<file path="src/rtl/core/marbu_pkg.sv">
// ----------------------------------------------------------------------------
// marbu_pkg
// Types, constants and helpers shared by the audio ring buffer modules.
// ----------------------------------------------------------------------------
`timescale 1ns / 1ps

package marbu_pkg;

  localparam int RING_DEPTH  = 4096;
  localparam int ADDR_W      = $clog2(RING_DEPTH);
  localparam int CHANNELS    = 2;
  localparam int SAMPLE_W    = 24;
  localparam int CNT_W       = 48;
  localparam int MAX_BLOCK   = 64;
  localparam int BLK_W       = 7;
  localparam int CFG_W       = 7;
  localparam int QUEUE_DEPTH = 4;
  localparam int QPTR_W      = $clog2(QUEUE_DEPTH);

  localparam logic [1:0] CHAN_LIM = 2'((CHANNELS < 2) ? CHANNELS : 2);

  typedef enum logic [1:0] {
    FUNC_WR_Q23   = 2'd0,
    FUNC_WR_S16   = 2'd1,
    FUNC_RD_BLOCK = 2'd2
  } func_t;

  typedef enum logic [1:0] {
    CFG_RING_CH = 2'd0,
    CFG_OUT_CH  = 2'd1,
    CFG_BLK_LEN = 2'd2
  } cfg_idx_t;

  typedef enum logic [1:0] {
    BK_CLEAR,
    BK_IDLE,
    BK_READ
  } back_state_t;

  // One queued operation: a frame write or a block read
  typedef struct packed {
    logic                is_read;
    logic [ADDR_W-1:0]   addr;
    logic [SAMPLE_W-1:0] data_a;
    logic [SAMPLE_W-1:0] data_b;
    logic                we_a;
    logic                we_b;
    logic [BLK_W-1:0]    nblk;
    logic [1:0]          nch;
    logic                ok;
  } cmd_t;

  // Clamp a channel register into 1..CHAN_LIM
  function automatic logic [1:0] chan_limit(input logic [1:0] v);
    logic [1:0] res;
    if (v == 2'd0) begin
      res = 2'd1;
    end else if (v > CHAN_LIM) begin
      res = CHAN_LIM;
    end else begin
      res = v;
    end
    return res;
  endfunction

endpackage

</file>
<file path="src/rtl/core/marbu_front.sv">
// ----------------------------------------------------------------------------
// marbu_front
// Accepts commands, holds configuration and frame counters, and turns each
// command into a queued write or a block read with its underrun decision.
// ----------------------------------------------------------------------------
`timescale 1ns / 1ps

module marbu_front (
  input  logic                          clk,
  input  logic                          rst_n,
  input  logic                          start,
  output logic                          busy,
  input  logic [1:0]                    in_func,
  input  logic [1:0]                    in_frame_channels,
  input  logic signed [marbu_pkg::SAMPLE_W-1:0] in_sample_a,
  input  logic signed [marbu_pkg::SAMPLE_W-1:0] in_sample_b,
  input  logic                          cfg_valid,
  output logic                          cfg_ready,
  input  logic [1:0]                    cfg_index,
  input  logic [marbu_pkg::CFG_W-1:0]   cfg_data,
  input  logic                          q_full,
  input  logic                          clearing,
  output logic                          push,
  output marbu_pkg::cmd_t               cmd
);

  logic [1:0]                  ring_ch_r;
  logic [1:0]                  out_ch_r;
  logic [marbu_pkg::BLK_W-1:0] blk_r;
  logic [marbu_pkg::CNT_W-1:0] wr_cnt_r, wr_cnt_nxt;
  logic [marbu_pkg::CNT_W-1:0] rd_cnt_r, rd_cnt_nxt;

  logic                        accept;
  logic [1:0]                  rc_eff, oc_eff;
  logic [marbu_pkg::BLK_W-1:0] nblk;
  logic                        ok;
  logic                        is_wr, is_rd;

  assign cfg_ready = 1'b1;
  assign busy      = q_full | clearing;
  assign accept    = start & ~busy;

  assign rc_eff = marbu_pkg::chan_limit(ring_ch_r);
  assign oc_eff = marbu_pkg::chan_limit(out_ch_r);

  always_comb begin
    if (blk_r == '0) begin
      nblk = marbu_pkg::BLK_W'(1);
    end else if (blk_r > marbu_pkg::BLK_W'(marbu_pkg::MAX_BLOCK)) begin
      nblk = marbu_pkg::BLK_W'(marbu_pkg::MAX_BLOCK);
    end else begin
      nblk = blk_r;
    end
  end

  // Enough frames only if the writer is ahead by at least one block
  assign ok = (wr_cnt_r >= rd_cnt_r) &&
              ((wr_cnt_r - rd_cnt_r) >= marbu_pkg::CNT_W'(nblk));

  always_comb begin
    is_wr = 1'b0;
    is_rd = 1'b0;
    case (marbu_pkg::func_t'(in_func))
      marbu_pkg::FUNC_WR_Q23,
      marbu_pkg::FUNC_WR_S16:   is_wr = 1'b1;
      marbu_pkg::FUNC_RD_BLOCK: is_rd = 1'b1;
      default: begin
        is_wr = 1'b0;
        is_rd = 1'b0;
      end
    endcase
  end

  assign push = accept & (is_wr | is_rd);

  always_comb begin
    cmd         = '0;
    cmd.is_read = is_rd;
    cmd.nblk    = nblk;
    cmd.nch     = (oc_eff < rc_eff) ? oc_eff : rc_eff;
    cmd.ok      = ok;
    if (is_rd) begin
      cmd.addr = rd_cnt_r[marbu_pkg::ADDR_W-1:0];
    end else begin
      cmd.addr = wr_cnt_r[marbu_pkg::ADDR_W-1:0];
    end
    if (marbu_pkg::func_t'(in_func) == marbu_pkg::FUNC_WR_S16) begin
      cmd.data_a = {in_sample_a[15:0], 8'd0};
      cmd.data_b = {in_sample_b[15:0], 8'd0};
    end else begin
      cmd.data_a = in_sample_a;
      cmd.data_b = in_sample_b;
    end
    // Store only min(frame channels, ring channels)
    cmd.we_a = is_wr & (in_frame_channels != 2'd0);
    cmd.we_b = is_wr & (in_frame_channels >= 2'd2) & (rc_eff >= 2'd2);
  end

  always_comb begin
    wr_cnt_nxt = wr_cnt_r;
    rd_cnt_nxt = rd_cnt_r;
    if (accept && is_wr) begin
      wr_cnt_nxt = wr_cnt_r + marbu_pkg::CNT_W'(1);
    end
    if (accept && is_rd && ok) begin
      rd_cnt_nxt = rd_cnt_r + marbu_pkg::CNT_W'(nblk);
    end
  end

  always_ff @(posedge clk) begin
    if (!rst_n) begin
      ring_ch_r <= 2'd2;
      out_ch_r  <= 2'd2;
      blk_r     <= marbu_pkg::BLK_W'(marbu_pkg::MAX_BLOCK);
      wr_cnt_r  <= '0;
      rd_cnt_r  <= '0;
    end else begin
      wr_cnt_r <= wr_cnt_nxt;
      rd_cnt_r <= rd_cnt_nxt;
      if (cfg_valid) begin
        case (marbu_pkg::cfg_idx_t'(cfg_index))
          marbu_pkg::CFG_RING_CH: ring_ch_r <= cfg_data[1:0];
          marbu_pkg::CFG_OUT_CH:  out_ch_r  <= cfg_data[1:0];
          marbu_pkg::CFG_BLK_LEN: blk_r     <= cfg_data;
          default: ;
        endcase
      end
    end
  end

endmodule

</file>
<file path="config.mk">
export PLATFORM = sky130hd
export DESIGN_NAME = marbu_front
export DESIGN_NICKNAME = d
export VERILOG_FILES = /design/src/rtl/core/marbu_pkg.sv /design/src/rtl/core/marbu_front.sv
export SDC_FILE = /design/constraint.sdc
export NUM_CORES = 1
export LEC_CHECK = 0
export ABC_CLOCK_PERIOD_IN_PS = 12500
export BUFFER_PORTS_ARGS = -buffer_cell sky130_fd_sc_hd__clkbuf_2
export CAP_MARGIN = 20
export CORE_MARGIN = 10
export CORE_UTILIZATION = 63
export DETAILED_ROUTE_END_ITERATION = 8
export MAX_ROUTING_LAYER = met4
export PLACE_DENSITY = 0.87
export SETUP_SLACK_MARGIN = 0.5
export SLEW_MARGIN = 20
export SYNTH_ARGS = -nofsm -noshare
export SYNTH_HDL_FRONTEND = slang
export SYNTH_SLANG_ARGS = --single-unit
</file>
<file path="constraint.sdc">
create_clock -name clk -period 12.5 [get_ports clk]
set_input_delay 1.875 -clock clk [delete_from_list [all_inputs] [get_ports clk]]
set_output_delay 1.875 -clock clk [all_outputs]
set_load 0.02 [all_outputs]
</file>
# Word-level counts from Yosys, hierarchy flattened

Cells that the tools add are included.

Flip-flop bits (word level): 107
Input port bits: 67
Output and inout bits: 76

Add/sub/neg operators: 3
Magnitude comparators: 8
Equality and inequality tests: 4
Multiplexer cells: 11
Bitwise operators: 8
Reduce and logical (&&, ||, !) cells: 14

Operator list:

| kind                    | count |
|---|---|
| $add A48 B1 Y48 const B | 1 |
| $add A48 B7 Y48         | 1 |
| $ge A48 B48 Y1          | 1 |
| $ge A48 B7 Y1           | 1 |
| $mux W48                | 1 |
| $sub A48 B48 Y48        | 1 |
| $mux W7                 | 2 |
| $mux W12                | 1 |
| $mux W2                 | 5 |
| $logic_not A2 Y1        | 4 |
| $gt A7 B7 Y1 const B    | 1 |
| $logic_not A7 Y1        | 1 |
| $reduce_and A2 Y1       | 3 |
| $and A1 B1 Y1           | 5 |
| $eq A2 B1 Y1 const B    | 2 |
| $eq A2 B2 Y1 const B    | 2 |
| $ge A2 B2 Y1 const B    | 2 |
| $gt A2 B2 Y1 const B    | 2 |
| $logic_and A1 B1 Y1     | 4 |
| $lt A2 B2 Y1            | 1 |
| $mux W1                 | 2 |
| $or A1 B1 Y1            | 2 |
| $reduce_bool A2 Y1      | 1 |
| $reduce_or A2 Y1        | 1 |
| $not A1 Y1              | 1 |

# Depth between registers and ports, before layout

Gate-level depths: netlist (run 1).

Depth after elaboration: 6
Mapped depth: 23

# Worst setup path before layout (run 1)

Ideal clock, no wire load.

Path type: reg2out
From: register wr_cnt_r[0] in the netlist's numbering
To: output port cmd[0] in the netlist's numbering
Arrival time: 4.228 ns
Slack: 6.397 ns
Stages on the path, launching flop included: 22
Path buffers: 3
Cells stage by stage: dfxtp_1 -> inv_1 -> ha_1 -> inv_1 -> fa_1 -> a21o_1 -> a221oi_1 -> xnor2_1 -> ha_1 -> a21oi_1 -> o31ai_1 -> a2111o_1 -> nor4_1 -> nand4_1 -> a2111o_1 -> nor4_1 -> nand4_1 -> o31ai_4 -> buf_4 -> inv_2 -> buf_2 -> buf_4

Word-level cells in the longest chain between the ends: 3
Elaborated cells between the ends (all ways): 4

RTL lines:

| what                     | line               | source |
|---|---|---|
| start: declaration       | marbu_front.sv:30  | `logic [marbu_pkg::CNT_W-1:0] wr_cnt_r, wr_cnt_nxt;` |
| start signal: assignment | marbu_front.sv:118 | `wr_cnt_r <= wr_cnt_nxt;` |
| $sub A48 B48 Y48         | marbu_front.sv:58  | `((wr_cnt_r - rd_cnt_r) >= marbu_pkg::CNT_W'(nblk));` |
| $ge A48 B7 Y1            | marbu_front.sv:58  |  |
| $logic_and A1 B1 Y1 (*)  | marbu_front.sv:57  | `assign ok = (wr_cnt_r >= rd_cnt_r) &&` |
| end: declaration         | marbu_front.sv:24  | `output marbu_pkg::cmd_t cmd` |

Mark *: on every way between the ends. The rest lies on a longest branch, timed or not.

==> results.toml, run 1 <==
[yosys]
synth_top_cell_by_area = "dfxtp_1"
async_reset_ff_share_pct = 0
synth_ff_type = "dfxtp_1"
synth-edff-count = 0
synthTopCellsByArea = "dfxtp_1 22%, ha_1 8.6%, a21oi_1 6.1%"
yosys.area.top_type_share_pct = 22.34
syn_nets = 1415
synth_seq_cells = 105
synth-seq-area-share_pct = 22.34
synth_warnings = 0
synth_area_sq_um = 9408
synth_area_per_cell_sq_um = 7.344
syn_inst = 1281
ys_types = 73

[clocking]
cts_setup_buffers = 0
clk_pin_slew_worst_paths_ns = 0.07
htree_levels = 3
tritoncts = "done"
cts_resized = 0
cts_sinks = 105
cts-root-buf = "clkbuf_16"
postCtsHoldBufs = 0
cts_inserted_buffers = 9
clk_latency_ns = 0.36
clockBufferDepth = 2

[worst_setup_path]
critPathCaptureType = "primary output"
critPathRequiredTime_ns = 10.62
worst_path_max_delay_cell = "buf_4"
max_stage_delay_ns = 0.61
cp.arrival_ns = 5.73
crit_path_max_fanout = 80
crit_chain = "inv_1 > ha_1 > inv_1 > fa_1 > a21o_1 > a221oi_1 > xnor2_1 > ha_1 > a21oi_1 > o31ai_1 > a2111o_1 > nor4_1 > nand4_1 > a2111o_1 > nor4_1 > nand4_1 > o31ai_4 > buf_4 > inv_2 > clkbuf_2"
criticalPathCategory = "reg2out"
critPathLaunchType = "flip-flop"

[finish]
drive_above_1_share_pct = 15.09
mostFrequentLayoutCells = "141 x clkbuf_2, 133 x nand2_1, 115 x a21oi_1"
nNetsFinal = 1496
n_antenna_cell = 0
layout_commonest_cell = "clkbuf_2"
multi_input_area_sq_um = 6711
syn_to_final_growth_pct = 10.15
fin_area_sq_um = 10360
fill_cells = 1170
ff_latch_area_sq_um = 2102

[placement]
portBuffers = 141
place_congestion = 1.070
placed_area_sq_um = 10070
dp_hpwl_mm = 26.07

[timing]
fin_tns_setup_ns = 0
rsz0062_at_grt = "false"
hold_viol = 0
finClkSkew_ns = 0.01162
finalCritPeriodShare_pct = 60.85
worst_pin_slew_ns = 1.014
fmax_ghz = 0.1315
maxSlewHeadroom_pct = 32.38
period_needed_ns = 7.606
maxSlewViolCount = 0
setup_violations = 0

[global_routing]
grt_overflow = 0
track_usage_pct = 32.08
grt_pass1_vias = 9856
grt_pass1_wl_mm = 51.76
grt_max_degree = 93
antenna_found_initial = 0

[route]
finalWirelength_mm = 33.13
route.detailed.drc = 0
avgViaCountPerCell = 6.789
detail-route-antenna-nets = 0
drt_iter0_markers = 1280
num_vias = 10520
first_pass_iters = 8
routedWlPerCell_um = 21.39

[die]
initial_core_util_pct = 64.49
core_sq_um = 14590
die_area_sq_um = 20220
io_pins = 143
die_w_um = 142.2
die_y_um = 142.2
rows = 44

[power]
p_leak_nw = 4.544
vdd_drop_max_mv = 0.06995
power_density_nw_per_um2 = 72.21
fin_total_pwr_uw = 748.2

[status]
outcome = "completed"

[run]
drv_cap = 0

[hold_path]
min_path_type = "reg2reg"
[where the power goes]
part,internal (mW),leakage (nW),switching (mW)
clock,0.136,0.130,0.136
sequential,0.336,0.846,0.00125
combinational,0.0468,3.57,0.0927
total,0.518,4.54,0.230
[layer usage]
layer / up-vias / global-route usage [%] / share of wire (%)
met5: - / - / 0
met4: 0 / 14.31 / 4.4
met3: 100 / 5.040 / 8.8
met2: 682 / 50.67 / 46
met1: 4883 / 39.54 / 41
li1: 4851 / - / -
[critical path, delay by kind of cell (launching register included)]
| family | cells | cell delay [ns] |
|---|---|---|
| compound gates | 7 | 1.88 |
| buf+inv | 5 | 1.31 |
| fa+ha+maj | 3 | 0.83 |
| simple gates | 4 | 0.82 |
| flops | 1 | 0.35 |
| xor+xnor | 1 | 0.17 |
[synthesized netlist by cell type, types with 35 or more instances]
cell type  count
or4_1         35
nand3_1       45
nand2_1      133
o21ai_0       62
nor2_1       105
clkbuf_1      59
mux2_2        35
nand4_1       49
inv_1         78
dfxtp_1      105
a21oi_1      115
xor2_1        40
ha_1          65
[worst paths after layout]
check,start,to,slack [ns],depth (start not counted)
setup / recovery,wr_cnt_r[0]$_SDFFE_PN0P_,cmd[0],4.89,20
hold / removal,rd_cnt_r[47]$_SDFFE_PN0P_,rd_cnt_r[47]$_SDFFE_PN0P_,0.48,2
setup reg to reg,wr_cnt_r[0]$_SDFFE_PN0P_,rd_cnt_r[40]$_SDFFE_PN0P_,6.84,21
hold reg to reg,rd_cnt_r[47]$_SDFFE_PN0P_,rd_cnt_r[47]$_SDFFE_PN0P_,0.48,2
[state kept, by name (all words and copies together) (netlist names)]
register   cells
out_ch_r       1
ring_ch_r      1
rd_cnt_r      48
blk_r          7
wr_cnt_r      48
[kinds of logic (layout without fill, tap and decap cells)]
family	after synthesis	after routing	share of synthesized area [%]
xor+xnor	69	69	6.424
simple gates	496	496	27.06
buf+inv	154	238	6.450
flops	105	105	22.34
mux	47	47	5.466
compound gates	342	342	23.14
other cells	1	1	0.03986
fa+ha+maj	67	67	9.070
[per-stage QoR]
stage               utilization, %  setup slack, ns  cells  hold slack, ns
global placement             69.01            5.539   1534          0.4430
CTS                          70.84            4.989   1548          0.4741
global route                 71.03            4.606   1549          0.4937
floorplan                        -            6.397   1281          0.4347
detailed placement           69.01            5.379   1534          0.4644
finish                       71.03            4.894   1549          0.4784
[layout make-up]
| class | count | area share [%] |
|---|---|---|
| inverters | 79 | 2.862 |
| flip-flops and latches | 105 | 20.29 |
| repair buffers | 145 | 7.293 |
| multi-input cells | 1022 | 64.77 |
| clock inverters | 5 | 0.3985 |
| clock buffers | 9 | 2.173 |
| well taps | 184 | 2.222 |
No activity file was read; power rests on OpenSTA's default activity.
==> run 2: changes to the inputs <==
- ABC_AREA: unset -> 1
- ABC_CLOCK_PERIOD_IN_PS: 12500 -> 7400
- CORE_UTILIZATION: 63 -> 61
- PLACE_DENSITY: 0.87 -> 0.83
- clock period: 12.5 -> 7.4 ns (I/O delays scaled with it)
==> results.toml, run 2 <==
[worst_setup_path]
worst_path_max_delay_cell = "buf_4"
crit_chain = "inv_1 > ha_1 > inv_1 > fa_1 > nand2_1 > nand2_1 > nand3_1 > nand2_1 > xor2_1 > ha_1 > nand3b_1 > nand2_1 > clkinv_1 > nand3_1 > nor2_1 > nand2_1 > nor2_1 > nand3_2 > buf_4 > nand2_1 > inv_1 > clkbuf_2"
r2r_start = "wr_cnt_r[0]$_SDFFE_PN0P_"
r2r_end = "rd_cnt_r[10]$_SDFFE_PN0P_"
worstSetupStartpoint = "wr_cnt_r[0]$_SDFFE_PN0P_"
crit_top_cell = "nand2_1"
critPathLaunchType = "flip-flop"
criticalPathCategory = "reg2out"
critical_path.endpoint = "cmd[0]"
reg2regPathDepth = 22
critPathRequiredTime_ns = 6.29
cp.arrival_ns = 3.86
critPathCaptureType = "primary output"
max_stage_delay_ns = 0.48
r2r_slack_ns = 3.10
crit_path_max_fanout = 47

[timing]
fin_tns_setup_ns = 0
rsz0062_at_grt = "false"
setup_violations = 0
finClkSkew_ns = 0.01117
maxSlewViolCount = 0
hold_viol = 0
maxSlewHeadroom_pct = 39.09
period_needed_ns = 4.973
worst_pin_slew_ns = 0.9126
fmax_ghz = 0.2011
finalCritPeriodShare_pct = 67.21

[route]
avgViaCountPerCell = 5.630
route.detailed.drc = 0
routedWlPerCell_um = 16.50
first_pass_iters = 6
detail-route-antenna-nets = 0
finalWirelength_mm = 40.44
drt_iter0_markers = 1651
num_vias = 13800

[yosys]
synth_most_common_cell = "nand2_1"
syn_inst = 2101
synthTopCellsByArea = "nand2_1 21%, dfxtp_1 18%, inv_1 12%"
synth_top_cell_by_area = "nand2_1"
async_reset_ff_share_pct = 0
synth-edff-count = 0
synth_seq_cells = 105
synth_area_per_cell_sq_um = 5.553
synth_warnings = 0
synth-seq-area-share_pct = 18.02
syn_nets = 2235
synth_common_cells = "660 x nand2_1, 381 x inv_1, 230 x nor2_1"
synth_ff_type = "dfxtp_1"
ys_types = 49
yosys.area.top_type_share_pct = 21.23
synth_area_sq_um = 11670

[status]
outcome = "completed"

[placement]
dpl.cell_count = 2435
dp_hpwl_mm = 33.17
placed_area_sq_um = 12460
place_congestion = 1.029
portBuffers = 141

[finish]
mostFrequentLayoutCells = "660 x nand2_1, 381 x inv_1, 230 x nor2_1"
drive_above_1_share_pct = 8.976
layoutNonFillerInstCount = 2451
fill_cells = 1819
fin_area_sq_um = 12740
n_antenna_cell = 0
nNetsFinal = 2346
largestRegisters = "rd_cnt_r: 48 flops, wr_cnt_r: 48 flops, blk_r: 7 flops"
ff_latch_area_sq_um = 2102
layout_commonest_cell = "nand2_1"
syn_to_final_growth_pct = 9.190
multi_input_area_sq_um = 7864
final_util_pct = 67.88

[die]
die_y_um = 158.3
rows = 50
io_pins = 143
die_area_sq_um = 25060
initial_core_util_pct = 62.17
die_w_um = 158.3
core_sq_um = 18770

[clocking]
cts_resized = 0
clk_pin_slew_worst_paths_ns = 0.08
cts_inserted_buffers = 9
tritoncts = "done"
cts_setup_buffers = 0
htree_levels = 3
clockBufferDepth = 2
postCtsHoldBufs = 0
cts-root-buf = "clkbuf_16"
clk_latency_ns = 0.36
cts_sinks = 105

[power]
vdd_drop_max_mv = 0.08948
power_density_nw_per_um2 = 106.6
p_leak_nw = 6.546

[global_routing]
grt_max_degree = 62
track_usage_pct = 32.45
grt_pass1_vias = 12730
antenna_found_initial = 0
grt_pass1_wl_mm = 63.61
grt_overflow = 0

[run]
drv_cap = 0

[hold_path]
min_path_type = "reg2reg"
## run 2: cell count changes in the layout (fill, tap and decap cells not counted), moves of 18 or more
cell / change
nand3_1: +56
mux2_2: -35
nor2_1: +125
nand2_1: +527
xnor2_1: -18
nor3_1: +45
nor2b_1: -21
or3_1: -19
xor2_1: +21
or4_1: -34
nand4_1: +34
o31ai_1: -30
inv_1: +304
## run 2: metal layers
layer	wire length (um)	global-route usage (%)	vias to the layer above
met5	0	-	-
met4	1752	13.76	0
met3	4116	5.127	121
met2	18190	51.47	750
met1	16380	40.35	6078
li1	-	-	6850
## run 2: per-stage QoR
stage / hold WS [ns] / total power, mW / setup slack (ns)
detailed placement: 0.4556 / 0.8864 / 2.896
finish: 0.4651 / 1.358 / 2.427
global route: 0.4823 / 1.409 / 2.182
CTS: 0.4650 / 1.352 / 2.502
global placement: 0.4478 / 0.8813 / 2.919
floorplan: 0.4390 / 0.7928 / 3.457
## run 2: how the worst min path moves through the flow
stage | start | to | slack (ns) | cells after the start
3_3_place_gp | rd_cnt_r[23]$_SDFFE_PN0P_ | rd_cnt_r[23]$_SDFFE_PN0P_ | 0.45 | 2
3_5_place_dp | rd_cnt_r[23]$_SDFFE_PN0P_ | rd_cnt_r[23]$_SDFFE_PN0P_ | 0.46 | 2
4_1_cts | rd_cnt_r[23]$_SDFFE_PN0P_ | rd_cnt_r[23]$_SDFFE_PN0P_ | 0.46 | 2
5_1_grt | rd_cnt_r[27]$_SDFFE_PN0P_ | rd_cnt_r[27]$_SDFFE_PN0P_ | 0.48 | 2
6_report | rd_cnt_r[23]$_SDFFE_PN0P_ | rd_cnt_r[23]$_SDFFE_PN0P_ | 0.47 | 2
2_1_floorplan | rd_cnt_r[46]$_SDFFE_PN0P_ | rd_cnt_r[46]$_SDFFE_PN0P_ | 0.44 | 2
## run 2: kinds of logic after synthesis
family / Yosys count / synth area share, %
buffers and inverters: 432 / 14.70
and+or+nand+nor: 1211 / 44.70
xor gates and xnor gates: 72 / 5.405
adders and majority gates: 67 / 7.314
other: 1 / 0.03214
AOI/OAI and AO/OA: 213 / 9.834
DFF: 105 / 18.02
## run 2: critical path: cells and delay by family, from the launching register on
family / cells / cell delay, ns
buf+inv: 6 / 1.04
xor+xnor: 1 / 0.16
fa+ha+maj: 3 / 0.91
flops: 1 / 0.34
simple gates: 12 / 1.01
## run 2: area by class of cell
type,instances,share of cell area (%)
multi-input combinational,1564,61.73
sequential,105,16.50
inverter,384,11.31
timing repair buffer,148,5.952
tap,234,2.298
clock buffer,11,1.905
clock inverter,5,0.3045
## run 2: where the power goes
group,internal (mW),total [mW],switching [mW]
sequential,0.568,0.572,0.00349
combinational,0.102,0.307,0.205
clock,0.241,0.480,0.239
total,0.911,1.36,0.448
