==> config.mk <==
export PLATFORM = sky130hd
export DESIGN_NAME = marbu_cmdq
export DESIGN_NICKNAME = d
export VERILOG_FILES = /design/src/rtl/core/marbu_pkg.sv /design/src/rtl/core/marbu_cmdq.sv
export SDC_FILE = /design/constraint.sdc
export NUM_CORES = 1
export LEC_CHECK = 0
export BUFFER_PORTS_ARGS = -buffer_cell sky130_fd_sc_hd__buf_2
export CAP_MARGIN = 10
export CORE_MARGIN = 5
export CORE_UTILIZATION = 57
export DETAILED_ROUTE_END_ITERATION = 10
export PLACE_DENSITY = 0.85
export SLEW_MARGIN = 20
export SYNTH_ARGS = -nofsm -noshare
export SYNTH_HDL_FRONTEND = slang
export SYNTH_SLANG_ARGS = --single-unit
==> constraint.sdc <==
create_clock -name clk -period 4 [get_ports clk]
set_clock_uncertainty 0.15 [all_clocks]
set_input_delay 0.4 -clock clk [delete_from_list [all_inputs] [get_ports clk]]
set_output_delay 0.4 -clock clk [all_outputs]
set_load 0.02 [all_outputs]
==> src/rtl/core/marbu_pkg.sv <==
// ----------------------------------------------------------------------------
// marbu_pkg
// Types, constants and helpers shared by the audio ring buffer modules.
// ----------------------------------------------------------------------------
`timescale 1ns / 1ps

package marbu_pkg;

  localparam int RING_DEPTH  = 4096;
  localparam int ADDR_W      = $clog2(RING_DEPTH);
  localparam int CHANNELS    = 2;
  localparam int SAMPLE_W    = 24;
  localparam int CNT_W       = 48;
  localparam int MAX_BLOCK   = 64;
  localparam int BLK_W       = 7;
  localparam int CFG_W       = 7;
  localparam int QUEUE_DEPTH = 4;
  localparam int QPTR_W      = $clog2(QUEUE_DEPTH);

  localparam logic [1:0] CHAN_LIM = 2'((CHANNELS < 2) ? CHANNELS : 2);

  typedef enum logic [1:0] {
    FUNC_WR_Q23   = 2'd0,
    FUNC_WR_S16   = 2'd1,
    FUNC_RD_BLOCK = 2'd2
  } func_t;

  typedef enum logic [1:0] {
    CFG_RING_CH = 2'd0,
    CFG_OUT_CH  = 2'd1,
    CFG_BLK_LEN = 2'd2
  } cfg_idx_t;

  typedef enum logic [1:0] {
    BK_CLEAR,
    BK_IDLE,
    BK_READ
  } back_state_t;

  // One queued operation: a frame write or a block read
  typedef struct packed {
    logic                is_read;
    logic [ADDR_W-1:0]   addr;
    logic [SAMPLE_W-1:0] data_a;
    logic [SAMPLE_W-1:0] data_b;
    logic                we_a;
    logic                we_b;
    logic [BLK_W-1:0]    nblk;
    logic [1:0]          nch;
    logic                ok;
  } cmd_t;

  // Clamp a channel register into 1..CHAN_LIM
  function automatic logic [1:0] chan_limit(input logic [1:0] v);
    logic [1:0] res;
    if (v == 2'd0) begin
      res = 2'd1;
    end else if (v > CHAN_LIM) begin
      res = CHAN_LIM;
    end else begin
      res = v;
    end
    return res;
  endfunction

endpackage

==> src/rtl/core/marbu_cmdq.sv <==
// ----------------------------------------------------------------------------
// marbu_cmdq
// Short command queue between the front and the back.
// ----------------------------------------------------------------------------
`timescale 1ns / 1ps

module marbu_cmdq (
  input  logic            clk,
  input  logic            rst_n,
  input  logic            push,
  input  marbu_pkg::cmd_t push_cmd,
  input  logic            pop,
  output marbu_pkg::cmd_t head,
  output logic            empty,
  output logic            full
);

  marbu_pkg::cmd_t               slot_r [marbu_pkg::QUEUE_DEPTH];
  logic [marbu_pkg::QPTR_W-1:0]  wp_r, rp_r;
  logic [marbu_pkg::QPTR_W:0]    cnt_r, cnt_nxt;
  logic                          do_push, do_pop;

  assign empty   = (cnt_r == '0);
  assign full    = (cnt_r == (marbu_pkg::QPTR_W+1)'(marbu_pkg::QUEUE_DEPTH));
  assign do_push = push & ~full;
  assign do_pop  = pop & ~empty;
  assign head    = slot_r[rp_r];

  always_comb begin
    cnt_nxt = cnt_r;
    if (do_push && !do_pop) begin
      cnt_nxt = cnt_r + 1'b1;
    end else if (do_pop && !do_push) begin
      cnt_nxt = cnt_r - 1'b1;
    end
  end

  always_ff @(posedge clk) begin
    if (do_push) begin
      slot_r[wp_r] <= push_cmd;
    end
  end

  always_ff @(posedge clk) begin
    if (!rst_n) begin
      wp_r  <= '0;
      rp_r  <= '0;
      cnt_r <= '0;
    end else begin
      cnt_r <= cnt_nxt;
      if (do_push) begin
        wp_r <= wp_r + 1'b1;
      end
      if (do_pop) begin
        rp_r <= rp_r + 1'b1;
      end
    end
  end

endmodule

Word-level counts from Yosys, hierarchy flattened
Memory sizes are Yosys's and may differ from the RTL's. A register that Yosys moved wholly into a read port is not among the register bits.
Cells that the tools add are included.
{"block": "totals", "ff_bits": 7, "mem_bits_rw": 292, "inputBits": 77, "output_inout_bits": 75, "elab_cells": 25, "n_memories": 1}
{"name": "slot_r", "words": 4, "word_bits": 73, "rd": 1, "rd_clocked_by_memory_dff": 1, "wr": 1, "line_no": "marbu_cmdq.sv:18", "rtl": "marbu_pkg::cmd_t slot_r [marbu_pkg::QUEUE_DEPTH];"}
{"block": "op_classes", "addsub": 4, "eq_ne": 1, "muxes": 6, "n_bitwise": 4, "reduce_logical": 6}
{"op": "$mux W3", "n": 2}
{"op": "$add A2 B1 Y2 const B", "n": 2}
{"op": "$mux W2", "n": 2}
{"op": "$add A3 B1 Y3 const B", "n": 1}
{"op": "$eq A3 B3 Y1 const B", "n": 1}
{"op": "$logic_not A3 Y1", "n": 1}
{"op": "$sub A3 B1 Y3 const B", "n": 1}
{"op": "$and A1 B1 Y1", "n": 2}
{"op": "$logic_and A1 B1 Y1", "n": 2}
{"op": "$logic_not A1 Y1", "n": 2}
{"op": "$mux W1", "n": 2}
{"op": "$not A1 Y1", "n": 2}
{"op": "$reduce_bool A2 Y1", "n": 1}

Longest topological paths before layout
Gate-level depths: netlist (run 1).
{"block": "logic_depth", "word_depth": 7, "mapped_depth": 9, "depth_no_buf": 8}

Worst setup path before layout (run 1)
OpenSTA, ideal clock, no wires.
{"block": "synth_timing", "path_type": "register to register", "start": "reg cnt_r[0] (netlist name)", "end": "mem slot_r[0][0] (netlist name), enable pin", "setup_ns": 0.439, "arrival_time_ns": 2.587, "required_ns": 3.411, "slack_ns": 0.824, "path_stages_with_launch": 5, "path_buffers": 1, "synth_period_minus_slack_ns": 3.176, "cell_sequence": "dfxtp_1 > nor3b_2 > nor2b_1 > buf_2 > and2_1"}
{"block": "synth_between", "elab_chain_len": 5}
{"element": "start, declared", "line_no": "marbu_cmdq.sv:20", "rtl": "logic [marbu_pkg::QPTR_W:0] cnt_r, cnt_nxt;"}
{"element": "start signal, assigned", "line_no": "marbu_cmdq.sv:50", "rtl": "cnt_r <= cnt_nxt;"}
{"element": "$eq A3 B3 Y1", "line_no": "marbu_cmdq.sv:24", "rtl": "assign full = (cnt_r == (marbu_pkg::QPTR_W+1)'(marbu_pkg::QUEUE_DEPTH));"}
{"element": "via full", "line_no": "marbu_cmdq.sv:15", "rtl": "output logic full"}
{"element": "$not A1 Y1", "line_no": "marbu_cmdq.sv:25", "rtl": "assign do_push = push & ~full;"}
{"element": "$and A1 B1 Y1", "line_no": "marbu_cmdq.sv:25"}
{"element": "via do_push", "line_no": "marbu_cmdq.sv:21", "rtl": "logic do_push, do_pop;"}
{"element": "$mux W1", "line_no": "marbu_cmdq.sv:39", "rtl": "if (do_push) begin"}
{"element": "$mux W1 (not written as such)", "line_no": "marbu_cmdq.sv:40", "rtl": "slot_r[wp_r] <= push_cmd;"}
{"element": "end, declared", "line_no": "marbu_cmdq.sv:18"}
The timed path passes the listed nets, and every way through them passes these cells.

==> results of run 1 <==
-- synth_stat cells, drive strengths merged --
cell type,count
or3,1
ha,5
o311ai,1
nand2,4
a21boi,1
fa,1
nor2b,2
clkbuf,2
xnor2,3
mux4,73
xor2,1
nor3b,1
buf,16
edfxtp,292
dfxtp,9
inv,3
o31ai,1
nor3,1
o21ai,1
mux2i,3
and2,8
-- routing by layer --
metal,vias up,GRT usage (%)
met1,2745,26.65
met4,0,4.119
met3,28,3.483
met5,-,0
met2,205,33.73
li1,2315,-
-- area by class of cell --
| type | count | area, um2 | share of cell area [%] |
|---|---|---|---|
| antenna | 1 | 2.502 | 0.01819 |
| clock buffer | 33 | 740.7 | 5.384 |
| clock inverter | 17 | 188.9 | 1.373 |
| inverter | 3 | 11.26 | 0.08186 |
| multi-input combinational | 107 | 1937 | 14.08 |
| sequential | 301 | 8956 | 65.10 |
| tap | 265 | 331.6 | 2.410 |
| timing repair buffer | 230 | 1589 | 11.55 |
-- sequential cells by signal, summed over array words and instances, names as in the netlist, named ones only --
register,count
cnt_r,3
slot_r,292
rp_r,2
wp_r,2
-- power groups by stage --
stage / clock (mW) / sequential, mW / combinational (mW)
after floorplan: 0 / 3.97 / 1.68
after global placement: 0 / 4.06 / 2.09
after detailed placement: 0 / 4.09 / 2.12
after CTS: 2.70 / 4.03 / 2.20
after global routing: 2.87 / 4.06 / 2.32
final: 2.66 / 4.02 / 2.16
-- critical path, stage by stage (launching register included) --
cell and delay [ps]:
dfxtp_4 510, buf_12 420, mux4_2 600, buf_2 180
-- worst max path at each step --
stage	from	endpoint	slack (ps)	cells after the start
final	flip-flop	head[55]	1110	3
after global routing	flip-flop	head[55]	920	3
after CTS	flip-flop	head[55]	1030	3
after detailed placement	cnt_r[0]	slot_r[0][17]	1310	4
after global placement	cnt_r[0]	slot_r[0][25]	1490	4
after floorplan	cnt_r[0]	slot_r[0][0]	820	4
-- stage by stage --
step	total power, mW	utilization (%)	worst slack, ps
after CTS	8.928	70.89	1034
after global routing	9.241	71.14	921.9
final	8.847	71.15	1112
after detailed placement	6.211	62.31	1306
after floorplan	5.651	-	823.7
after global placement	6.148	62.31	1492
-- cells in the final DEF, fill, tap and decap left out, types with 4 or more instances in the layout --
cell,instances
and2_1,4
and2_4,4
buf_2,151
bufinv_16,4
clkbuf_1,4
clkbuf_16,29
clkinv_2,9
dfxtp_1,7
dlygate4sd3_1,73
edfxtp_1,292
ha_1,5
mux4_2,73
nand2_1,4
-- cells by family (layout without fill, tap and decap cells) --
group,after synthesis,count (layout),share of synthesized area (%)
other,0,1,0
AO/OA/AOI/OAI,4,4,0.3047
adder cells (fa/ha/maj),6,6,0.7448
XOR/XNOR,4,4,0.3160
flip-flops,301,301,80.71
buffers and inverters,21,283,1.907
multiplexers,76,76,15.10
AND/OR/NAND/NOR,17,17,0.9141
==> impl_results.html, run 1 <==
<table>
<tr><th>Metric</th><th>Value</th></tr>
<tr><th colspan="2">Yosys</th></tr>
<tr><td>Mapped Avg Cell Area</td><td>25.84 um2</td></tr>
<tr><td>Post-synthesis net count</td><td>512</td></tr>
<tr><td>Synthesized area</td><td>11090 um2</td></tr>
<tr><td>Gate count of the mapped netlist</td><td>429</td></tr>
<tr><td>Synth Register Bits</td><td>301</td></tr>
<tr><td>Unique cell type count in the Yosys netlist</td><td>24</td></tr>
<tr><td>Share of the synthesized area in the top cell type</td><td>79.09%</td></tr>
<tr><td>Leading area contributor after synthesis</td><td>edfxtp_1</td></tr>
<tr><td>Post-synthesis sequential area ratio</td><td>80.71%</td></tr>
<tr><td>Top cells by area, synth</td><td>edfxtp_1, mux4_2, dfxtp_1</td></tr>
<tr><td>Synth warn</td><td>0</td></tr>
<tr><th colspan="2">STA</th></tr>
<tr><td>Share of the cycle needed by the critical path after routing</td><td>72.21%</td></tr>
<tr><td>Highest attainable clock frequency</td><td>0.3462 GHz</td></tr>
<tr><td>Transition time at the pin with the least slew margin</td><td>1089 ps</td></tr>
<tr><td>Setup Viol. Count Final</td><td>0</td></tr>
<tr><td>Setup repair after global routing missed its margin</td><td>false</td></tr>
<tr><td>Final hold violation count</td><td>0</td></tr>
<tr><td>Worst Hold Margin</td><td>48.68 ps</td></tr>
<tr><td>Shortest period the worst path allows</td><td>2888 ps</td></tr>
<tr><td>Final Slew Violations</td><td>0</td></tr>
<tr><td>Slew margin rel.</td><td>27.40%</td></tr>
<tr><td>Final TNS setup</td><td>0 ps</td></tr>
<tr><th colspan="2">Route</th></tr>
<tr><td>Routed length on met3</td><td>1.381 mm</td></tr>
<tr><td>Via density per instance</td><td>5.531</td></tr>
<tr><td>Drt total wl</td><td>21.45 mm</td></tr>
<tr><td>Antenna-violating nets left</td><td>0</td></tr>
<tr><td>Post-route met1 wirelength</td><td>8.494 mm</td></tr>
<tr><td>Detail Route met2 WL</td><td>11.19 mm</td></tr>
<tr><td>Vias</td><td>5293</td></tr>
<tr><td>Max layer used</td><td>met4</td></tr>
<tr><td>Per-cell routed wire length</td><td>22.41 um</td></tr>
<tr><td>First-pass iteration count of the detailed router</td><td>5</td></tr>
<tr><td>Iteration-0 DRC count of the detailed router</td><td>306</td></tr>
<tr><td>Detailed-route DRC error count</td><td>0</td></tr>
<tr><th colspan="2">Power and ir drop</th></tr>
<tr><td>Sw Share</td><td>27.92%</td></tr>
<tr><td>Comb power frac</td><td>24.5%</td></tr>
<tr><td>Power share of the clock group</td><td>30.1%</td></tr>
<tr><td>Worst-case vdd ir drop</td><td>0.0004346 V</td></tr>
<tr><td>Internal Pwr Total</td><td>6.377 mW</td></tr>
<tr><td>Power density cells</td><td>643.1 nW/um2</td></tr>
<tr><td>Static Leak</td><td>4.682 nW</td></tr>
<tr><td>Reg power frac</td><td>45.4%</td></tr>
<tr><td>Switch Pwr</td><td>2.470 mW</td></tr>
<tr><th colspan="2">GRT</th></tr>
<tr><td>Overall Global Routing Usage</td><td>19.51%</td></tr>
<tr><td>Pin count of the biggest net entering global routing</td><td>74</td></tr>
<tr><td>Global-route wire length before repair</td><td>33.24 mm</td></tr>
<tr><td>Total overflow reported by the global router</td><td>0</td></tr>
<tr><td>Number of antenna violations at the first check in global routing</td><td>0</td></tr>
<tr><td>Via count of the first global-routing pass</td><td>5740</td></tr>
<tr><th colspan="2">Placed design</th></tr>
<tr><td>Cells after DPL</td><td>831</td></tr>
<tr><td>Count of buffers inserted at the top-level ports</td><td>151</td></tr>
<tr><td>Global placement routability congestion</td><td>0.7408</td></tr>
<tr><td>Detail Placement HPWL</td><td>11.45 mm</td></tr>
<tr><td>Placement-stage cell area</td><td>12050 um2</td></tr>
<tr><th colspan="2">Cells and area</th></tr>
<tr><td>Synthesis-to-finish area growth</td><td>24.08%</td></tr>
<tr><td>Final instance area</td><td>13760 um2</td></tr>
<tr><td>Layout Nets</td><td>755</td></tr>
<tr><td>Fraction of final layout cells with drive strength greater than 1</td><td>40.81%</td></tr>
<tr><td>Fill cell instance count of the final layout</td><td>1125</td></tr>
<tr><td>Final cell count without fillers</td><td>957</td></tr>
<tr><th colspan="2">Clocking</th></tr>
<tr><td>Post_cts resized</td><td>0</td></tr>
<tr><td>Clock transition at the registers of the reported paths</td><td>60 ps</td></tr>
<tr><td>Skew-Pair Late Insertion Delay</td><td>530 ps</td></tr>
<tr><td>CTS Hold Bufs</td><td>73</td></tr>
<tr><td>Sinks on Clock Net</td><td>301</td></tr>
<tr><td>Setup Buffers After CTS</td><td>0</td></tr>
<tr><td>Number of CTS-inserted buffers</td><td>29</td></tr>
<tr><td>Clock Root Buffer</td><td>clkbuf_16</td></tr>
<tr><td>Buffers from clock root to sink, at most</td><td>3</td></tr>
<tr><td>H-Tree Level Count</td><td>1</td></tr>
<tr><td>Clock tree from TritonCTS</td><td>done</td></tr>
<tr><th colspan="2">Hold path</th></tr>
<tr><td>Worst min-delay path category</td><td>input port to flip-flop</td></tr>
<tr><td>Hold Path Stages</td><td>2</td></tr>
<tr><td>HP Start</td><td>rst_n</td></tr>
<tr><th colspan="2">Worst setup path</th></tr>
<tr><td>Startpoint of the most critical register-to-register path</td><td>cnt_r[0]</td></tr>
<tr><td>Required time of the worst setup path</td><td>3450 ps</td></tr>
<tr><td>Critical path data arrival time</td><td>2340 ps</td></tr>
<tr><td>Worst reg2reg path depth</td><td>8</td></tr>
<tr><td>Critical path endpoint category</td><td>output pin</td></tr>
<tr><td>Kind of start point of the critical path</td><td>flip-flop</td></tr>
<tr><td>Critical path class</td><td>flip-flop to output pin</td></tr>
<tr><td>Setup slack of the most critical reg-to-reg path</td><td>1300 ps</td></tr>
<tr><td>Endpoint of the lowest-slack register-to-register path</td><td>cnt_r[2]</td></tr>
<tr><td>Critical-path maximum fanout</td><td>62</td></tr>
<tr><th colspan="2">Run</th></tr>
<tr><td>Maximum Capacitance Violations</td><td>0</td></tr>
<tr><th colspan="2">Floorplan</th></tr>
<tr><td>Die width</td><td>149.5 um</td></tr>
<tr><td>Core area</td><td>19330 um2</td></tr>
<tr><td>Total die area</td><td>22340 um2</td></tr>
<tr><td>Row cnt</td><td>51</td></tr>
<tr><td>Die height</td><td>149.5 um</td></tr>
<tr><td>Initial cell density of the core</td><td>57.34%</td></tr>
<tr><td>Number of top-level pins</td><td>152</td></tr>
<tr><th colspan="2">Status</th></tr>
<tr><td>Status</td><td>finished clean</td></tr>
</table>
(Power assumes the default switching activity.)
==> run 2, diff against run 1 <==
==> constraint.sdc (replaced) <==
create_clock -name clk -period 2.8 [get_ports clk]
set_clock_uncertainty 0.15 [all_clocks]
set_input_delay 0.28 -clock clk [delete_from_list [all_inputs] [get_ports clk]]
set_output_delay 0.28 -clock clk [all_outputs]
set_load 0.02 [all_outputs]
==> run 2 against run 1 <==
Via count about the same. Non-clock buffer count up 11. Die area unchanged. Cell area up 0.68%. Routed wire length down 3.0%. Global-route usage down 0.55 points. Worst setup slack worse by 750 ps. Sequential share of layout area down 0.44 points. Utilization up 0.49 points. Critical endpoint is now head[25]. Largest power group unchanged. Highest routed layer unchanged.
==> impl_results.html, run 2 (same netlist as run 1, synthesis figures left out) <==
<table>
<tr><th>Metric</th><th>Value</th></tr>
<tr><th colspan="2">Status</th></tr>
<tr><td>Status</td><td>finished clean</td></tr>
<tr><th colspan="2">STA</th></tr>
<tr><td>Final TNS setup</td><td>0 ps (unchanged)</td></tr>
<tr><td>Setup repair after global routing missed its margin</td><td>false</td></tr>
<tr><td>Highest attainable clock frequency</td><td>0.4108 GHz</td></tr>
<tr><td>Transition time at the pin with the least slew margin</td><td>404.3 ps (-684.7 ps)</td></tr>
<tr><td>Slew margin rel.</td><td>73.05% (+46 points)</td></tr>
<tr><td>Share of the cycle needed by the critical path after routing</td><td>86.94%</td></tr>
<tr><td>Final setup margin</td><td>365.8 ps (-746.0 ps)</td></tr>
<tr><td>Final Slew Violations</td><td>0 (unchanged)</td></tr>
<tr><td>Setup Viol. Count Final</td><td>0 (unchanged)</td></tr>
<tr><td>Shortest period the worst path allows</td><td>2434 ps</td></tr>
<tr><td>Final hold violation count</td><td>0 (unchanged)</td></tr>
<tr><th colspan="2">Clocking</th></tr>
<tr><td>Clock tree from TritonCTS</td><td>done</td></tr>
<tr><td>Buffers from clock root to sink, at most</td><td>3 (unchanged)</td></tr>
<tr><td>Sinks on Clock Net</td><td>301 (unchanged)</td></tr>
<tr><td>Clock transition at the registers of the reported paths</td><td>60 ps (about the same)</td></tr>
<tr><td>H-Tree Level Count</td><td>1 (unchanged)</td></tr>
<tr><td>Number of CTS-inserted buffers</td><td>29 (unchanged)</td></tr>
<tr><td>Setup Buffers After CTS</td><td>0 (unchanged)</td></tr>
<tr><td>CTS Hold Bufs</td><td>74 (+1.4%)</td></tr>
<tr><td>Post_cts resized</td><td>0 (unchanged)</td></tr>
<tr><td>Skew-Pair Late Insertion Delay</td><td>520 ps (about the same)</td></tr>
<tr><td>Clock Root Buffer</td><td>clkbuf_16</td></tr>
<tr><th colspan="2">GRT</th></tr>
<tr><td>Global-route wire length before repair</td><td>32.34 mm (-2.7%)</td></tr>
<tr><td>Number of antenna violations at the first check in global routing</td><td>0 (unchanged)</td></tr>
<tr><td>Overall Global Routing Usage</td><td>18.97% (-0.55 points)</td></tr>
<tr><td>Met3 Track Usage GR</td><td>3.331% (-0.15 points)</td></tr>
<tr><td>Total overflow reported by the global router</td><td>0 (unchanged)</td></tr>
<tr><td>M1 GR Usage</td><td>24.86% (-1.8 points)</td></tr>
<tr><td>Routing layer with the top usage in global route</td><td>met2</td></tr>
<tr><td>Via count of the first global-routing pass</td><td>5855 (+2.0%)</td></tr>
<tr><td>Pin count of the biggest net entering global routing</td><td>43 (-42%)</td></tr>
<tr><td>M2 GR Usage</td><td>33.85% (+0.11 points)</td></tr>
<tr><th colspan="2">Worst setup path</th></tr>
<tr><td>Critical path endpoint category</td><td>output pin</td></tr>
<tr><td>Critical-path maximum fanout</td><td>42 (-32%)</td></tr>
<tr><td>Required time of the worst setup path</td><td>2370 ps (-1080 ps)</td></tr>
<tr><td>Cell family with most CP delay</td><td>multiplexers</td></tr>
<tr><td>Kind of start point of the critical path</td><td>flip-flop</td></tr>
<tr><td>Worst-path cell chain</td><td>buf_12 &gt; mux4_2 &gt; buf_2</td></tr>
<tr><td>Cell at the slowest stage of the critical path</td><td>mux4_2</td></tr>
<tr><td>Critical path class</td><td>flip-flop to output pin</td></tr>
<tr><td>Slowest cell delay on critical path</td><td>580 ps (-20 ps)</td></tr>
<tr><td>Crit path buffers/inverters</td><td>2 (unchanged)</td></tr>
<tr><td>Critical path data arrival time</td><td>2000 ps (-340 ps)</td></tr>
<tr><th colspan="2">Hold path</th></tr>
<tr><td>Worst min-delay path category</td><td>input port to flip-flop</td></tr>
<tr><th colspan="2">Power and ir drop</th></tr>
<tr><td>Power density cells</td><td>907.9 nW/um2 (+41%)</td></tr>
<tr><td>Power share of the clock group</td><td>29.2% (-0.9 points)</td></tr>
<tr><td>Internal Pwr Total</td><td>9.075 mW (+42%)</td></tr>
<tr><td>Worst-case vdd ir drop</td><td>0.0006974 V (+60%)</td></tr>
<tr><td>Final total power</td><td>12.58 mW (+42%)</td></tr>
<tr><td>Sw Share</td><td>27.84% (-0.080 points)</td></tr>
<tr><td>Comb power frac</td><td>26.0% (+1.5 points)</td></tr>
<tr><td>Switch Pwr</td><td>3.501 mW (+42%)</td></tr>
<tr><td>Static Leak</td><td>4.730 nW (+1.0%)</td></tr>
<tr><td>Reg power frac</td><td>44.8% (-0.6 points)</td></tr>
<tr><th colspan="2">Placed design</th></tr>
<tr><td>Cells after DPL</td><td>843 (+1.4%)</td></tr>
<tr><td>Detail Placement HPWL</td><td>12.57 mm (+9.8%)</td></tr>
<tr><td>Global placement routability congestion</td><td>0.7460 (+0.70%)</td></tr>
<tr><td>Post-placement worst setup slack</td><td>424.9 ps (-881.0 ps)</td></tr>
<tr><td>Count of buffers inserted at the top-level ports</td><td>151 (unchanged)</td></tr>
<tr><th colspan="2">Floorplan</th></tr>
<tr><td>Core area</td><td>19330 um2 (unchanged)</td></tr>
<tr><td>Row cnt</td><td>51 (unchanged)</td></tr>
<tr><td>Die width</td><td>149.5 um (unchanged)</td></tr>
<tr><td>Initial cell density of the core</td><td>57.34% (unchanged)</td></tr>
<tr><td>Die height</td><td>149.5 um (unchanged)</td></tr>
<tr><td>Total die area</td><td>22340 um2 (unchanged)</td></tr>
<tr><td>Number of top-level pins</td><td>152 (unchanged)</td></tr>
<tr><th colspan="2">Route</th></tr>
<tr><td>Vias</td><td>5295 (+0.038%)</td></tr>
<tr><td>Detailed-route DRC error count</td><td>0 (unchanged)</td></tr>
<tr><td>Via density per instance</td><td>5.459 (-1.3%)</td></tr>
<tr><td>First-pass iteration count of the detailed router</td><td>4 (-1)</td></tr>
<tr><td>Per-cell routed wire length</td><td>21.44 um (-4.3%)</td></tr>
<tr><td>Iteration-0 DRC count of the detailed router</td><td>278 (-9.2%)</td></tr>
<tr><td>Antenna-violating nets left</td><td>0 (unchanged)</td></tr>
<tr><td>Drt total wl</td><td>20.80 mm (-3.0%)</td></tr>
<tr><th colspan="2">Cells and area</th></tr>
<tr><td>Biggest regs</td><td>slot_r: 292 flops, cnt_r: 3 flops</td></tr>
<tr><td>Fraction of final layout cells with drive strength greater than 1</td><td>40.85% (about the same)</td></tr>
<tr><td>Most common library cell in the layout ignoring fill and taps</td><td>edfxtp_1</td></tr>
<tr><td>Number of diodes added for antenna fixing</td><td>0 (-1)</td></tr>
<tr><td>Share of the core filled with cells</td><td>71.64% (+0.49 points)</td></tr>
<tr><td>Largest reg by FF count</td><td>slot_r</td></tr>
<tr><td>Final cell count without fillers</td><td>970 (+1.4%)</td></tr>
<tr><td>Flip-flop count of the largest register after layout</td><td>292 (unchanged)</td></tr>
<tr><td>Fill cell instance count of the final layout</td><td>1104 (-1.9%)</td></tr>
<tr><td>Highest-count cells in the layout ignoring fill and taps</td><td>edfxtp_1, buf_2, dlygate4sd3_1</td></tr>
<tr><td>Synthesis-to-finish area growth</td><td>24.93%</td></tr>
<tr><td>Layout Nets</td><td>766 (+1.5%)</td></tr>
<tr><th colspan="2">Run</th></tr>
<tr><td>Maximum Capacitance Violations</td><td>0 (unchanged)</td></tr>
</table>
==> run 2: cell types whose count changed in the layout (fill, tap and decap cells not counted), moves of 3 or more <==
| cell | before | now |
|---|---|---|
| clkinv_1 | 2 | 9 |
| clkinv_2 | 9 | 6 |
| buf_4 | 2 | 9 |
| buf_12 | 3 | 7 |
==> run 2: stage by stage <==
| step | area [um2] | hold WS [ps] |
|---|---|---|
| 6_report | 13850 | 89.23 |
| 3_5_place_dp | 12200 | 345.4 |
| 4_1_cts | 13850 | 58.69 |
| 2_1_floorplan | 11090 | 228.9 |
| 3_3_place_gp | 12200 | 326.8 |
| 5_1_grt | 13850 | 111.6 |
==> run 2: routing by layer <==
layer	wire length, um	part of all wire [%]
met5	0	0
met4	364	1.8
met3	1294	6.2
met1	8066	39
met2	11070	53
==> run 2: cell type report <==
class,instances,area (um2),share of cell area (%)
clock buffers,33,740.7,5.348
clock inverters,20,170.2,1.229
inverters,3,11.26,0.08130
multi-input cells,107,1937,13.98
flip-flops and latches,301,8956,64.66
well taps,265,331.6,2.394
repair buffers,241,1704,12.30
==> run 2: worst paths after layout <==
check	start	endpoint	slack [ps]	cells after the start
worst max register to register	cnt_r[0]	cnt_r[2]	400	8
worst min-delay path	pop	flip-flop	90	4
worst min register to register	wp_r[0]	wp_r[0]	360	2
worst max-delay path	flip-flop	head[25]	370	3
==> run 2: tightest hold or removal path, cell delays in order <==
cell and delay, ps:
buf_2 120, o311ai_1 100, xnor2_1 70, and2_1 160
==> run 2: power groups by stage <==
| stage | registers [mW] | clock network (mW) | logic, mW |
|---|---|---|---|
| 2_1_floorplan | 5.66 | 0 | 2.40 |
| 3_3_place_gp | 5.68 | 0 | 3.16 |
| 3_5_place_dp | 5.73 | 0 | 3.22 |
| 4_1_cts | 5.63 | 3.74 | 3.32 |
| 5_1_grt | 5.67 | 3.94 | 3.50 |
| 6_report | 5.63 | 3.67 | 3.28 |
==> run 3, diff against run 2 <==
--- a/config.mk
+++ b/config.mk
@@ -10,7 +10,7 @@
 export CORE_MARGIN = 5
 export CORE_UTILIZATION = 57
 export DETAILED_ROUTE_END_ITERATION = 10
-export PLACE_DENSITY = 0.85
+export PLACE_DENSITY = 0.79
 export SLEW_MARGIN = 20
 export SYNTH_ARGS = -nofsm -noshare
 export SYNTH_HDL_FRONTEND = slang
==> run 3 against run 2 <==
Sequential power hardly changed. Critical path type unchanged. Register-to-register slack gained 40 ps. Highest routed layer unchanged. Worst setup slack got worse by 170 ps. Flip-flop and latch count unchanged.
==> impl_results.html, run 3 (same netlist as run 1, synthesis figures left out) <==
<table>
<tr><th>Metric</th><th>Value</th></tr>
<tr><th colspan="2">Status</th></tr>
<tr><td>Status</td><td>finished clean</td></tr>
<tr><th colspan="2">GRT</th></tr>
<tr><td>Number of antenna violations at the first check in global routing</td><td>1 (+1)</td></tr>
<tr><td>Overall Global Routing Usage</td><td>18.54% (-0.43 points)</td></tr>
<tr><td>Total overflow reported by the global router</td><td>0 (unchanged)</td></tr>
<tr><td>Pin count of the biggest net entering global routing</td><td>74 (+72%)</td></tr>
<tr><td>Global-route wire length before repair</td><td>31.94 mm (-1.2%)</td></tr>
<tr><td>Via count of the first global-routing pass</td><td>5859 (+0.068%)</td></tr>
<tr><th colspan="2">Floorplan</th></tr>
<tr><td>Row cnt</td><td>51 (unchanged)</td></tr>
<tr><td>Core area</td><td>19330 um2 (unchanged)</td></tr>
<tr><td>Total die area</td><td>22340 um2 (unchanged)</td></tr>
<tr><td>Number of top-level pins</td><td>152 (unchanged)</td></tr>
<tr><td>Die width</td><td>149.5 um (unchanged)</td></tr>
<tr><td>Initial cell density of the core</td><td>57.34% (unchanged)</td></tr>
<tr><td>Die height</td><td>149.5 um (unchanged)</td></tr>
<tr><th colspan="2">Route</th></tr>
<tr><td>Iteration-0 DRC count of the detailed router</td><td>283 (+1.8%)</td></tr>
<tr><td>Detailed-route DRC error count</td><td>0 (unchanged)</td></tr>
<tr><td>Per-cell routed wire length</td><td>21.09 um (-1.7%)</td></tr>
<tr><td>Vias</td><td>5278 (-0.32%)</td></tr>
<tr><td>Antenna-violating nets left</td><td>0 (unchanged)</td></tr>
<tr><td>Drt total wl</td><td>20.50 mm (-1.4%)</td></tr>
<tr><td>Via density per instance</td><td>5.430 (-0.53%)</td></tr>
<tr><td>First-pass iteration count of the detailed router</td><td>4 (unchanged)</td></tr>
<tr><th colspan="2">STA</th></tr>
<tr><td>Final Slew Violations</td><td>0 (unchanged)</td></tr>
<tr><td>Shortest period the worst path allows</td><td>2608 ps (+173.9 ps)</td></tr>
<tr><td>Transition time at the pin with the least slew margin</td><td>612.0 ps (+207.8 ps)</td></tr>
<tr><td>Share of the cycle needed by the critical path after routing</td><td>93.15% (+6.2 points)</td></tr>
<tr><td>Final setup margin</td><td>191.9 ps (-173.9 ps)</td></tr>
<tr><td>Slew margin rel.</td><td>59.20% (-14 points)</td></tr>
<tr><td>Final TNS setup</td><td>0 ps (unchanged)</td></tr>
<tr><td>Final hold violation count</td><td>0 (unchanged)</td></tr>
<tr><td>Setup repair after global routing missed its margin</td><td>false</td></tr>
<tr><td>Highest attainable clock frequency</td><td>0.3834 GHz (-6.7%)</td></tr>
<tr><td>Setup Viol. Count Final</td><td>0 (unchanged)</td></tr>
<tr><th colspan="2">Clocking</th></tr>
<tr><td>Skew-Pair Late Insertion Delay</td><td>520 ps (about the same)</td></tr>
<tr><td>Buffers from clock root to sink, at most</td><td>3 (unchanged)</td></tr>
<tr><td>Sinks on Clock Net</td><td>301 (unchanged)</td></tr>
<tr><td>Clock Root Buffer</td><td>clkbuf_16</td></tr>
<tr><td>Clock tree from TritonCTS</td><td>done</td></tr>
<tr><td>H-Tree Level Count</td><td>1 (unchanged)</td></tr>
<tr><td>Clock transition at the registers of the reported paths</td><td>60 ps (about the same)</td></tr>
<tr><td>Number of CTS-inserted buffers</td><td>29 (unchanged)</td></tr>
<tr><td>Post_cts resized</td><td>0 (unchanged)</td></tr>
<tr><th colspan="2">Cells and area</th></tr>
<tr><td>Biggest regs</td><td>slot_r: 292 flops, cnt_r: 3 flops</td></tr>
<tr><td>Most common library cell in the layout ignoring fill and taps</td><td>edfxtp_1</td></tr>
<tr><td>Final instance area</td><td>13800 um2 (-0.38%)</td></tr>
<tr><td>Synthesis-to-finish area growth</td><td>24.46%</td></tr>
<tr><td>Fraction of final layout cells with drive strength greater than 1</td><td>40.85% (unchanged)</td></tr>
<tr><td>Largest reg by FF count</td><td>slot_r</td></tr>
<tr><td>Layout Nets</td><td>766 (unchanged)</td></tr>
<tr><td>Highest-count cells in the layout ignoring fill and taps</td><td>edfxtp_1, buf_2, dlygate4sd3_1</td></tr>
<tr><td>Fill cell instance count of the final layout</td><td>1145 (+3.7%)</td></tr>
<tr><td>Flip-flop count of the largest register after layout</td><td>292 (unchanged)</td></tr>
<tr><th colspan="2">Worst setup path</th></tr>
<tr><td>Critical path class</td><td>flip-flop to output pin</td></tr>
<tr><td>Critical path data arrival time</td><td>2180 ps (+180 ps)</td></tr>
<tr><td>Setup slack of the most critical reg-to-reg path</td><td>440 ps (+40 ps)</td></tr>
<tr><td>Critical path endpoint category</td><td>output pin</td></tr>
<tr><td>Kind of start point of the critical path</td><td>flip-flop</td></tr>
<tr><td>Critical-path maximum fanout</td><td>73 (+74%)</td></tr>
<tr><td>Required time of the worst setup path</td><td>2370 ps (about the same)</td></tr>
<tr><th colspan="2">Power and ir drop</th></tr>
<tr><td>Internal Pwr Total</td><td>8.871 mW (-2.2%)</td></tr>
<tr><td>Power share of the clock group</td><td>28.5% (-0.7 points)</td></tr>
<tr><td>Switch Pwr</td><td>3.510 mW (+0.28%)</td></tr>
<tr><td>Power density cells</td><td>897.3 nW/um2 (-1.2%)</td></tr>
<tr><td>Comb power frac</td><td>26.0% (about the same)</td></tr>
<tr><td>Sw Share</td><td>28.35% (+0.52 points)</td></tr>
<tr><td>Worst-case vdd ir drop</td><td>0.0006304 V (-9.6%)</td></tr>
<tr><td>Static Leak</td><td>4.698 nW (-0.67%)</td></tr>
<tr><td>Reg power frac</td><td>45.5% (+0.7 points)</td></tr>
<tr><th colspan="2">Placed design</th></tr>
<tr><td>Count of buffers inserted at the top-level ports</td><td>151 (unchanged)</td></tr>
<tr><td>Post-placement worst setup slack</td><td>434.1 ps (+9.118 ps)</td></tr>
<tr><td>Placement-stage cell area</td><td>12190 um2 (-0.10%)</td></tr>
<tr><td>Detail Placement HPWL</td><td>12.01 mm (-4.5%)</td></tr>
<tr><td>Global placement routability congestion</td><td>0.7265 (-2.6%)</td></tr>
<tr><th colspan="2">Hold path</th></tr>
<tr><td>Worst min-delay path category</td><td>input port to flip-flop</td></tr>
<tr><th colspan="2">Run</th></tr>
<tr><td>Maximum Capacitance Violations</td><td>0 (unchanged)</td></tr>
</table>
==> run 3: layout make-up <==
| cell class | instances | area (um2) | area share (%) |
|---|---|---|---|
| Timing Repair Buffer | 241 | 1692 | 12.26 |
| Multi-Input combinational cell | 107 | 1937 | 14.04 |
| Clock inverter | 18 | 117.6 | 0.8524 |
| Sequential cell | 301 | 8956 | 64.91 |
| Clock buffer | 35 | 748.2 | 5.423 |
| Tap cell | 265 | 331.6 | 2.403 |
| Antenna cell | 2 | 5.005 | 0.03627 |
| Inverter | 3 | 11.26 | 0.08161 |
==> run 3: per-layer routing <==
layer  vias up  GRT usage, %  part of all wire (%)
li1       2341             -                     -
met1      2733         24.35                    40
met2       174         32.62                    52
met3        30         3.937                   6.4
met4         0         3.799                   1.6
met5         -             0                     0
==> run 3: what timing repair did <==
item | in CTS | in global routing
setup buffers | 0 | 0
hold buffers | 74 | 0
hold endpoints to repair | 301 | 0
==> run 3: worst paths after layout <==
| kind | startpoint | end | cells after the start |
|---|---|---|---|
| max | flip-flop | head[56] | 3 |
| min | pop | flip-flop | 4 |
| max reg2reg | cnt_r[0] | cnt_r[2] | 8 |
| min reg2reg | wp_r[1] | wp_r[1] | 2 |
==> run 3: metrics by stage <==
step	power (mW)	util (%)	hold slack, ps	instances
3_5_place_dp	8.918	63.03	346.1	843
5_1_grt	12.93	71.35	72.73	971
3_3_place_gp	8.829	63.03	323.6	843
6_report	12.38	71.36	64.37	972
2_1_floorplan	8.055	-	228.9	429
4_1_cts	12.52	71.34	41.56	970
==> run 3: power by group through the flow <==
stage | registers [mW] | clock network (mW) | logic (mW)
floorplan | 5.66 | 0 | 2.40
global placement | 5.69 | 0 | 3.14
detailed placement | 5.73 | 0 | 3.19
CTS | 5.63 | 3.60 | 3.29
global route | 5.67 | 3.81 | 3.46
finish | 5.63 | 3.53 | 3.22
==> run 3: worst max-delay path: stages, from the launching register on <==
cell     delay, ps
dfxtp_4        350
buf_12         460
mux4_2         610
buf_2          180
